--- config.mk ---
export PLATFORM = sky130hd
export DESIGN_NAME = pndp_key_cam
export DESIGN_NICKNAME = d
export VERILOG_FILES = /design/src/sv/pndp_pkg.sv /design/src/sv/pndp_key_cam.sv
export SDC_FILE = /design/constraint.sdc
export NUM_CORES = 1
export LEC_CHECK = 0
export BUFFER_PORTS_ARGS = -buffer_cell sky130_fd_sc_hd__buf_4
export CAP_MARGIN = 20
export CORE_MARGIN = 4
export CORE_UTILIZATION = 45
export DETAILED_ROUTE_END_ITERATION = 16
export SLEW_MARGIN = 20
export SYNTH_ARGS = -nofsm -noshare
export SYNTH_HDL_FRONTEND = slang
export SYNTH_SLANG_ARGS = --single-unit
--- constraint.sdc ---
create_clock -name clk_i -period 6.9 [get_ports clk_i]
set_clock_uncertainty 0.1 [all_clocks]
set_input_delay 1.38 -clock clk_i [delete_from_list [all_inputs] [get_ports clk_i]]
set_output_delay 1.38 -clock clk_i [all_outputs]
set_load 0.02 [all_outputs]
--- src/sv/pndp_pkg.sv ---
package pndp_pkg;

  // Field widths
  localparam int DEPTH_W = 24;
  localparam int KEY_W   = 24;
  localparam int BYTE_W  = 8;
  localparam int INST_W  = 32;
  localparam int COORD_W = 10;
  localparam int RES_W   = 11;

  // Full-scale depth marks background
  localparam logic [DEPTH_W-1:0] DEPTH_FULL = '1;

  // Defaults for the top-level parameters and the resolution register
  localparam int DEF_TABLE_ENTRIES = 32;
  localparam int DEF_MAX_SIDE      = 1024;
  localparam logic [RES_W-1:0] RES_RESET = RES_W'(128);

  // Smallest power of two at least res; zero and one both give one
  function automatic logic [RES_W:0] pow2_ceil(input logic [RES_W-1:0] res);
    logic [RES_W:0] p;
    p = (RES_W+1)'(1);
    for (int b = 0; b < RES_W; b++) begin
      if (res > (RES_W'(1) << b)) begin
        p = (RES_W+1)'(1) << (b + 1);
      end
    end
    return p;
  endfunction

endpackage

--- src/sv/pndp_key_cam.sv ---
module pndp_key_cam #(
  parameter int ENTRIES = pndp_pkg::DEF_TABLE_ENTRIES
) (
  input  logic                       clk_i,
  input  logic                       we_i,
  input  logic [((ENTRIES > 1) ? $clog2(ENTRIES) : 1)-1:0] waddr_i,
  input  logic [pndp_pkg::KEY_W-1:0] wkey_i,
  input  logic [$clog2(ENTRIES + 1)-1:0] fill_i,
  input  logic [pndp_pkg::KEY_W-1:0] key_i,
  output logic                       hit_o,
  output logic [((ENTRIES > 1) ? $clog2(ENTRIES) : 1)-1:0] idx_o,
  input  logic [((ENTRIES > 1) ? $clog2(ENTRIES) : 1)-1:0] raddr_i,
  output logic [pndp_pkg::KEY_W-1:0] rkey_o
);
  import pndp_pkg::*;

  localparam int IW = (ENTRIES > 1) ? $clog2(ENTRIES) : 1;
  localparam int NW = $clog2(ENTRIES + 1);

  logic [KEY_W-1:0] key_q [ENTRIES];

  // Key store, one slot written per new id
  always_ff @(posedge clk_i) begin
    if (we_i) begin
      key_q[waddr_i] <= wkey_i;
    end
  end

  // Parallel compare over the filled slots; ids are unique so at most one hits
  always_comb begin
    hit_o = 1'b0;
    idx_o = '0;
    for (int i = 0; i < ENTRIES; i++) begin
      if ((NW'(i) < fill_i) && (key_q[i] == key_i)) begin
        hit_o = 1'b1;
        idx_o = idx_o | IW'(i);
      end
    end
  end

  // Readout port
  assign rkey_o = key_q[raddr_i];

endmodule

==> results of run 1 <==
-- cells in the mapped netlist, drive strengths merged --
master   number
a2111oi       8
a211oi        1
a21oi         6
a22oi         1
a31oi         1
a41o          2
a41oi         1
and2          2
and3          1
buf         129
clkbuf       29
edfxtp      768
inv           1
mux2         24
mux4        240
nand2        15
nand2b        4
nand3        23
nand3b        6
nand4       112
nand4b        1
nor2         47
nor3         26
nor4         98
o2111a        1
o2111ai       8
o211ai        1
o21a          1
o21ai         1
o22ai         1
o311a         1
o41ai         2
or2           2
or3           1
or3b          3
or4           6
or4b          2
xnor2       403
xor2        365
-- worst max-delay path, delay by kind of cell --
kind                   cells  cell delay, ps
AO/OA/AOI/OAI              1             510
XOR/XNOR                   1             100
buffers and inverters      3             830
AND/OR/NAND/NOR            4            2350
-- power groups by stage --
stage,clock network (mW),logic [mW],registers [mW]
4_1_cts,4.54,1.17,5.23
5_1_grt,4.73,1.21,5.23
3_3_place_gp,0,1.16,5.33
6_report,4.51,1.19,5.23
3_5_place_dp,0,1.16,5.33
2_1_floorplan,0,0.631,5.32
-- metrics by stage --
stage / hold slack, ps / utilization (%) / cells
detailed placement: 1760 / 47.9 / 3516
global placement: 1750 / 47.9 / 3516
CTS: 1100 / 51.1 / 3669
finish: 1130 / 51.1 / 3674
floorplan: 1380 / - / 2344
global route: 1120 / 51.1 / 3670
-- routing by layer --
layer	global-route usage, %	vias to the layer above	wire length (µm)
met2	49.5	1788	66300
met3	6.47	232	17500
met4	11.4	2	5750
met1	45.7	12500	56300
met5	0	-	11
li1	-	9336	-
-- cell type report --
class	count	area share [%]
Clock inverter	43	0.958
Multi-Input combinational cell	1417	34.0
Sequential cell	768	53.0
Clock buffer	110	5.25
Inverter	1	0.00863
Antenna cell	5	0.0288
Tap cell	1144	3.29
Timing Repair Buffer	186	3.50
-- kinds of logic (layout without fill, tap and decap cells) --
family	after synthesis	after routing	synth area share (%)
compound gates	36	36	0.740
xor+xnor	768	768	17.4
buf+inv	159	340	2.13
flops	768	768	59.8
mux	264	264	14.7
other cells	0	5	0
simple gates	349	349	5.20
-- worst min path at each step --
stage / from / to / slack, ps / cells after the start
floorplan: wkey_i[0] / key_q[0][0]$_DFFE_PP_ / 1380 / 0
global route: wkey_i[6] / key_q[14][6]$_DFFE_PP_ / 1120 / 1
detailed placement: wkey_i[6] / key_q[14][6]$_DFFE_PP_ / 1760 / 1
CTS: wkey_i[6] / key_q[25][6]$_DFFE_PP_ / 1100 / 1
finish: wkey_i[12] / key_q[16][12]$_DFFE_PP_ / 1130 / 1
global placement: wkey_i[6] / key_q[15][6]$_DFFE_PP_ / 1750 / 1
-- cell usage in the layout (no fill, tap or decap), types with 3 or more instances in the layout --
| cell | n |
|---|---|
| edfxtp_1 | 768 |
| xnor2_1 | 403 |
| xor2_1 | 365 |
| mux4_2 | 240 |
| buf_4 | 175 |
| nand4_1 | 112 |
| nor4_1 | 96 |
| clkbuf_16 | 88 |
| nor2_2 | 32 |
| nor3_1 | 26 |
| mux2_2 | 24 |
| nand3_1 | 23 |
| clkbuf_1 | 22 |
| clkinv_1 | 21 |
| nand2_1 | 15 |
| nor2_1 | 15 |
| buf_12 | 9 |
| a2111oi_0 | 8 |
| o2111ai_1 | 8 |
| bufinv_16 | 7 |
| a21oi_1 | 6 |
| or4_1 | 6 |
| nand3b_1 | 6 |
| clkinv_2 | 6 |
| diode_2 | 5 |
| nand2b_1 | 4 |
| or3b_2 | 3 |
| clkinv_8 | 3 |
| clkinvlp_4 | 3 |
==> results.py, run 1 <==
metrics = {
    "global_route": {
        "grt_pass1_vias": 23800,
        "grt_pass1_wl_um": 197000,
        "grt_usage_pct": 32.1,
        "grt_overflow_total": 0,
        "grt_max_degree": 54,
        "antenna_found_initial": 15,
    },
    "clocking": {
        "cts_buffers": 84,
        "ctsHoldBuffers": 0,
        "htree_levels": 3,
        "clk_pin_slew_ps": 60,
        "cts_resized": 0,
        "cts_buffer_depth": 3,
        "cts_tree": "built",
        "cts_setup_buffers": 0,
        "cts_sinks": 768,
        "root_buffer": "clkbuf_16",
    },
    "sta": {
        "rsz0062_at_grt": "false",
        "fmax_ghz": 0.150,
        "finalHoldViolations": 0,
        "fin_crit_ps": 6690,
        "max_slew.worst_pin.slew_ps": 1250,
        "report.final.setup_viol": 0,
        "fin_ws_ps": 212,
        "setup_tns_ps": 0,
        "final_max_slew_viol_count": 0,
        "finalCritPeriodShare_pct": 96.9,
        "slew_headroom_pct": 15.9,
    },
    "critical_path": {
        "start_kind": "primary input",
        "crit_end": "idx_o[1]",
        "cp.required_ps": 5420,
        "path_max_fanout": 17,
        "end_kind": "primary output",
        "worst_path_max_delay_cell": "nor4_1",
        "worstSetupPathType": "primary input to primary output",
        "arrival_ps": 5210,
        "max_stage_delay_ps": 1080,
        "startpoint": "key_i[22]",
        "cp_cell_sequence": "buf_4 -> buf_12 -> xor2_1 -> nor4_1 -> nand4_1 -> nor4_1 -> a41oi_1 -> nand4_1 -> buf_4",
    },
    "final_layout": {
        "biggestRegsByFlops": "key_q: 768 flops",
        "layout-drive-gt1-share_pct": 23.7,
        "regArea_um2": 23100,
        "regMostFlops": "key_q",
        "final_cell_area_um2": 43500,
        "multi_input_area_um2": 14800,
        "nNetsFinal": 2524,
        "area_growth_pct": 12.8,
        "fill_cells": 7036,
        "largest_reg_flops": 768,
    },
    "detailed_routing": {
        "routed_wl_um": 146000,
        "vias_per_cell": 6.48,
        "drt-wirelength-per-cell_um": 39.7,
        "ant_nets": 0,
        "drtIter0Drc": 3919,
        "firstDrtPassIters": 6,
        "routed-via-count": 23800,
        "drcViolationCount": 0,
    },
    "power": {
        "power.density_nw_per_um2": 251,
        "p_seq_share_pct": 47.8,
        "p_leak_nw": 13.6,
        "p_sw_share_pct": 25.0,
        "switchingPower_mw": 2.73,
        "clock_power_share_pct": 41.3,
        "intPower_mw": 8.20,
        "pwr-share-comb_pct": 10.9,
        "total_power_mw": 10.9,
        "vdd_drop_max_v": 0.000180,
    },
    "synthesis": {
        "synth.ff_latch_count": 768,
        "post-synth-top-area-fraction_pct": 59.8,
        "syn_nets": 2410,
        "ys_warn_count": 0,
        "syn_area_um2": 38600,
        "synthTopCellsByArea": "edfxtp_1 60%, mux4_2 14%, xnor2_1 9.1%, xor2_1 8.3%, nand4_1 1.8%",
        "synth_cell_types": 43,
        "syn_inst": 2344,
        "ys_seq_area_share_pct": 59.8,
        "synth_top_area_cell": "edfxtp_1",
        "syn_avg_cell_area_um2": 16.5,
    },
    "die": {
        "start_util_pct": 45.3,
        "fp.dieArea_um2": 90500,
        "die_w_um": 301,
        "core_area_um2": 85100,
        "die-height_um": 301,
        "rows": 107,
        "io_pins": 96,
    },
    "place": {
        "place_hpwl_um": 102000,
        "place_ws_ps": 386,
        "placed_area_um2": 40800,
        "gp_congestion": 0.991,
        "io_buffers": 95,
    },
    "min_path": {
        "hold_path.class": "primary input to flop",
    },
    "status": {
        "run_status": "finished clean",
    },
    "run": {
        "drv_cap": 0,
    },
}
Power figures use the tool's default switching activity.
==> run 2: changes to the inputs <==
CELL_PAD_IN_SITES_DETAIL_PLACEMENT = 1   (was unset)
CELL_PAD_IN_SITES_GLOBAL_PLACEMENT = 2   (was unset)
PLACE_DENSITY_LB_ADDON = 0.1   (was unset)
==> results.py, run 2 (synthesized netlist as in run 1, its figures left out) <==
metrics = {
    "status": {
        "run_status": "finished clean",
    },
    "final_layout": {
        "final_cell_mix": "768 x edfxtp_1, 403 x xnor2_1, 365 x xor2_1",
        "largest_reg_flops": 768,
        "biggestRegsByFlops": "key_q: 768 flops",
        "layout_commonest_cell": "edfxtp_1",
        "regArea_um2": 23100,
        "fill_cells": 8012,
        "multi_input_area_um2": 14800,
        "area_growth_pct": 13.3,
        "layout-drive-gt1-share_pct": 24.3,
        "nNetsFinal": 2529,
        "regMostFlops": "key_q",
    },
    "detailed_routing": {
        "drcViolationCount": 0,
        "ant_nets": 0,
        "routed-via-count": 23900,
        "routed_wl_um": 153000,
        "drt-wirelength-per-cell_um": 41.6,
        "firstDrtPassIters": 5,
        "vias_per_cell": 6.49,
        "drtIter0Drc": 3654,
    },
    "place": {
        "place_hpwl_um": 108000,
        "gp_congestion": 0.979,
        "io_buffers": 95,
    },
    "clocking": {
        "cts_resized": 0,
        "cts_buffer_depth": 3,
        "cts_setup_buffers": 0,
        "cts_tree": "built",
        "ctsHoldBuffers": 0,
        "cts_sinks": 768,
        "root_buffer": "clkbuf_16",
        "clk_pin_slew_ps": 60,
        "htree_levels": 3,
        "cts_buffers": 87,
    },
    "die": {
        "core_area_um2": 85100,
        "rows": 107,
        "io_pins": 96,
        "die-height_um": 301,
        "start_util_pct": 45.3,
        "fp.dieArea_um2": 90500,
        "die_w_um": 301,
    },
    "run": {
        "drv_cap": 0,
    },
    "power": {
        "p_sw_share_pct": 25.1,
        "pwr-share-comb_pct": 10.7,
        "p_leak_nw": 13.7,
        "intPower_mw": 8.48,
        "total_power_mw": 11.3,
        "power.density_nw_per_um2": 259,
        "switchingPower_mw": 2.84,
        "vdd_drop_max_v": 0.000198,
        "p_seq_share_pct": 46.2,
        "clock_power_share_pct": 43.0,
    },
    "critical_path": {
        "end_kind": "primary output",
        "arrival_ps": 4910,
        "cp_cell_sequence": "buf_4 -> buf_4 -> xor2_1 -> or4_1 -> nor4_1 -> a22oi_1 -> o311a_1 -> o2111a_1 -> nand4_1 -> buf_4",
        "worstSetupPathType": "primary input to primary output",
        "max_stage_delay_ps": 850,
        "cp.required_ps": 5420,
        "worst-path-buf-inv": 3,
        "crit_top_cell": "buf_4",
        "start_kind": "primary input",
        "cp_top_family": "simple AND/OR/NAND/NOR gates",
        "worst_path_max_delay_cell": "nor4_1",
        "path_max_fanout": 22,
    },
    "sta": {
        "fmax_ghz": 0.157,
        "max_slew.worst_pin.slew_ps": 1160,
        "fin_crit_ps": 6390,
        "rsz0062_at_grt": "false",
        "report.final.setup_viol": 0,
        "finalHoldViolations": 0,
        "final_max_slew_viol_count": 0,
        "finalCritPeriodShare_pct": 92.6,
        "setup_tns_ps": 0,
        "slew_headroom_pct": 22.0,
    },
    "global_route": {
        "grt_overflow_total": 0,
        "grt_pass1_vias": 24400,
        "grt_max_degree": 54,
        "grt_pass1_wl_um": 207000,
        "grt_usage_pct": 33.8,
        "antenna_found_initial": 14,
    },
    "min_path": {
        "hold_path.class": "primary input to flop",
    },
}
-- run 2: final timing paths --
path                    from                      end  depth (start not counted)
setup / recovery   key_i[15]                    hit_o                         10
hold / removal    wkey_i[23]  key_q[17][23]$_DFFE_PP_                          1
-- run 2: power groups by stage --
stage | Clock (mW) | Combinational [mW] | Sequential, mW
after global routing | 5.11 | 1.24 | 5.23
after floorplan | 0 | 0.631 | 5.32
after detailed placement | 0 | 1.19 | 5.33
after global placement | 0 | 1.18 | 5.32
after CTS | 4.92 | 1.20 | 5.23
final | 4.87 | 1.22 | 5.23
-- run 2: area by class of cell --
| cell class | count | share of cell area [%] |
|---|---|---|
| multi-input cells | 1417 | 33.8 |
| diodes | 2 | 0.0114 |
| flip-flops and latches | 768 | 52.7 |
| repair buffers | 188 | 3.46 |
| inverters | 1 | 0.00859 |
| clock inverters | 52 | 1.49 |
| well taps | 1144 | 3.27 |
| clock buffers | 106 | 5.19 |
-- run 2: through the flow --
step                      util, %  instance area [µm²]  hold WS, ps  setup WS (ps)  cells
after global routing         51.3                43700         1100            542   3676
final                        51.3                43700         1100            510   3678
after CTS                    51.3                43700         1070            604   3676
after detailed placement     47.9                40800         1760            631   3518
after floorplan                 -                38600         1380           2180   2344
after global placement       47.9                40800         1750            151   3518
-- run 2: metal layers --
metal / wire, µm / up-vias / GRT usage, %
met3: 16200 / 236 / 5.70
met1: 62000 / 12800 / 49.8
met5: 14 / - / 0
li1: - / 9332 / -
met2: 68500 / 1546 / 51.3
met4: 6070 / 2 / 11.7
==> run 3: changes to the inputs <==
GPL_TIMING_DRIVEN = 0   (was unset)
==> results.py, run 3 (synthesized netlist as in run 1, its figures left out) <==
metrics = {
    "critical_path": {
        "worstSetupPathType": "primary input to primary output",
        "path_max_fanout": 12,
        "crit_end": "idx_o[1]",
        "arrival_ps": 5650,
        "cp.required_ps": 5420,
        "startpoint": "key_i[15]",
        "end_kind": "primary output",
        "start_kind": "primary input",
    },
    "sta": {
        "max_slew.worst_pin.slew_ps": 1160,
        "report.final.setup_viol": 4,
        "final_max_slew_viol_count": 0,
        "fmax_ghz": 0.140,
        "setup_tns_ps": -442,
        "fin_ws_ps": -230,
        "finalHoldViolations": 0,
        "finalCritPeriodShare_pct": 103,
        "rsz0062_at_grt": "false",
        "fin_crit_ps": 7130,
        "slew_headroom_pct": 22.9,
    },
    "detailed_routing": {
        "firstDrtPassIters": 6,
        "routed-via-count": 25300,
        "drt-wirelength-per-cell_um": 46.1,
        "ant_nets": 0,
        "vias_per_cell": 6.76,
        "routed_wl_um": 173000,
        "drcViolationCount": 0,
        "drtIter0Drc": 4422,
    },
    "status": {
        "run_status": "finished, violations left",
        "violations": "setup timing",
    },
    "place": {
        "io_buffers": 64,
        "place_ws_ps": 73.2,
        "place_hpwl_um": 127000,
        "gp_congestion": 1.16,
    },
    "power": {
        "p_sw_share_pct": 26.0,
        "clock_power_share_pct": 41.7,
        "vdd_drop_max_v": 0.000239,
        "total_power_mw": 11.2,
        "power.density_nw_per_um2": 253,
        "p_seq_share_pct": 46.5,
        "switchingPower_mw": 2.93,
        "intPower_mw": 8.32,
        "pwr-share-comb_pct": 11.8,
        "p_leak_nw": 13.9,
    },
    "global_route": {
        "grt_max_degree": 33,
        "grt_pass1_wl_um": 226000,
        "grt_usage_pct": 37.9,
        "grt_overflow_total": 0,
        "grt_pass1_vias": 25300,
        "antenna_found_initial": 14,
    },
    "die": {
        "die_w_um": 301,
        "rows": 107,
        "start_util_pct": 45.3,
        "die-height_um": 301,
        "core_area_um2": 85100,
        "io_pins": 96,
        "fp.dieArea_um2": 90500,
    },
    "final_layout": {
        "layout-drive-gt1-share_pct": 25.2,
        "biggestRegsByFlops": "key_q: 768 flops",
        "area_growth_pct": 15.2,
        "final_cell_mix": "768 x edfxtp_1, 403 x xnor2_1, 365 x xor2_1",
        "fill_cells": 7912,
        "largest_reg_flops": 768,
        "regMostFlops": "key_q",
        "layout_commonest_cell": "edfxtp_1",
        "nNetsFinal": 2598,
    },
    "clocking": {
        "cts_sinks": 768,
        "cts_setup_buffers": 0,
        "cts_tree": "built",
        "cts_buffers": 87,
        "clk_pin_slew_ps": 60,
        "cts_buffer_depth": 3,
        "root_buffer": "clkbuf_16",
        "htree_levels": 3,
    },
    "run": {
        "drv_cap": 0,
    },
    "min_path": {
        "hold_path.class": "primary input to flop",
    },
}
run 3: changes by cell type in the layout (fill, tap and decap cells not counted), moves of 3 or more:
cell,delta
nor2_2,-31
nor2_4,+31
buf_2,+92
buf_16,+25
bufinv_16,-6
clkbuf_16,+4
buf_1,+8
clkbuf_1,+19
clkinv_2,+7
diode_2,+3
buf_6,+3
clkbuf_2,+3
buf_4,-87
run 3: layer usage:
metal | up-vias | wire [µm] | GRT usage [%] | part of all wire, %
met5 | - | 29 | 0 | 0.017
met4 | 6 | 12000 | 21.3 | 6.9
met3 | 375 | 22000 | 11.2 | 13
met2 | 1977 | 73600 | 54.9 | 43
met1 | 13500 | 65000 | 51.5 | 38
li1 | 9485 | - | - | -
run 3: how the worst min path moves through the flow:
stage / slack (ps) / depth (start not counted) / endpoint / startpoint
floorplan: 1380 / 0 / key_q[0][0]$_DFFE_PP_ / wkey_i[0]
global placement: 1730 / 1 / key_q[28][0]$_DFFE_PP_ / wkey_i[0]
detailed placement: 1750 / 1 / key_q[28][0]$_DFFE_PP_ / wkey_i[0]
CTS: 1060 / 1 / key_q[31][0]$_DFFE_PP_ / wkey_i[0]
global route: 1090 / 1 / key_q[31][0]$_DFFE_PP_ / wkey_i[0]
finish: 1100 / 1 / key_q[22][0]$_DFFE_PP_ / wkey_i[0]
run 3: repair_timing:
item                                   in CTS  in global routing
gates resized for setup                     0                  1
setup endpoints to repair                   0                  1
endpoints found under the hold margin       0                  0
hold buffers                                0                  0
run 3: area by class of cell:
class / count / area (µm²) / share of cell area, %
Sequential cell: 768 / 23100 / 51.9
Multi-Input combinational cell: 1417 / 15000 / 33.7
Clock buffer: 103 / 2340 / 5.28
Tap cell: 1144 / 1430 / 3.22
Timing Repair Buffer: 99 / 1330 / 2.99
Buffer: 158 / 825 / 1.86
Clock inverter: 51 / 460 / 1.04
Antenna cell: 5 / 12.5 / 0.0282
Inverter: 1 / 3.75 / 0.00845
run 3: worst max-delay path, stage by stage:
cell       delay, ps
buf_2            260
buf_2            720
buf_4            500
xnor2_1          150
nand3_1          110
nor3_1            70
nand4_1          480
nand4_1          300
a2111oi_0        990
nand4_1          380
buf_4            280
run 3: per-stage QoR:
stage | hold slack, ps | std cells | util [%] | cell area, µm²
2_1_floorplan | 1380 | 2344 | - | 38600
3_3_place_gp | 1730 | 3552 | 47.6 | 40500
3_5_place_dp | 1750 | 3587 | 48.9 | 41600
4_1_cts | 1060 | 3741 | 52.2 | 44400
5_1_grt | 1090 | 3741 | 52.2 | 44400
6_report | 1100 | 3746 | 52.2 | 44400
run 3: power groups by stage:
stage	Combinational [mW]	Clock, mW	Sequential [mW]
floorplan	0.631	0	5.32
global placement	1.24	0	5.33
detailed placement	1.27	0	5.33
CTS	1.28	4.69	5.23
global route	1.33	4.90	5.23
finish	1.33	4.69	5.23
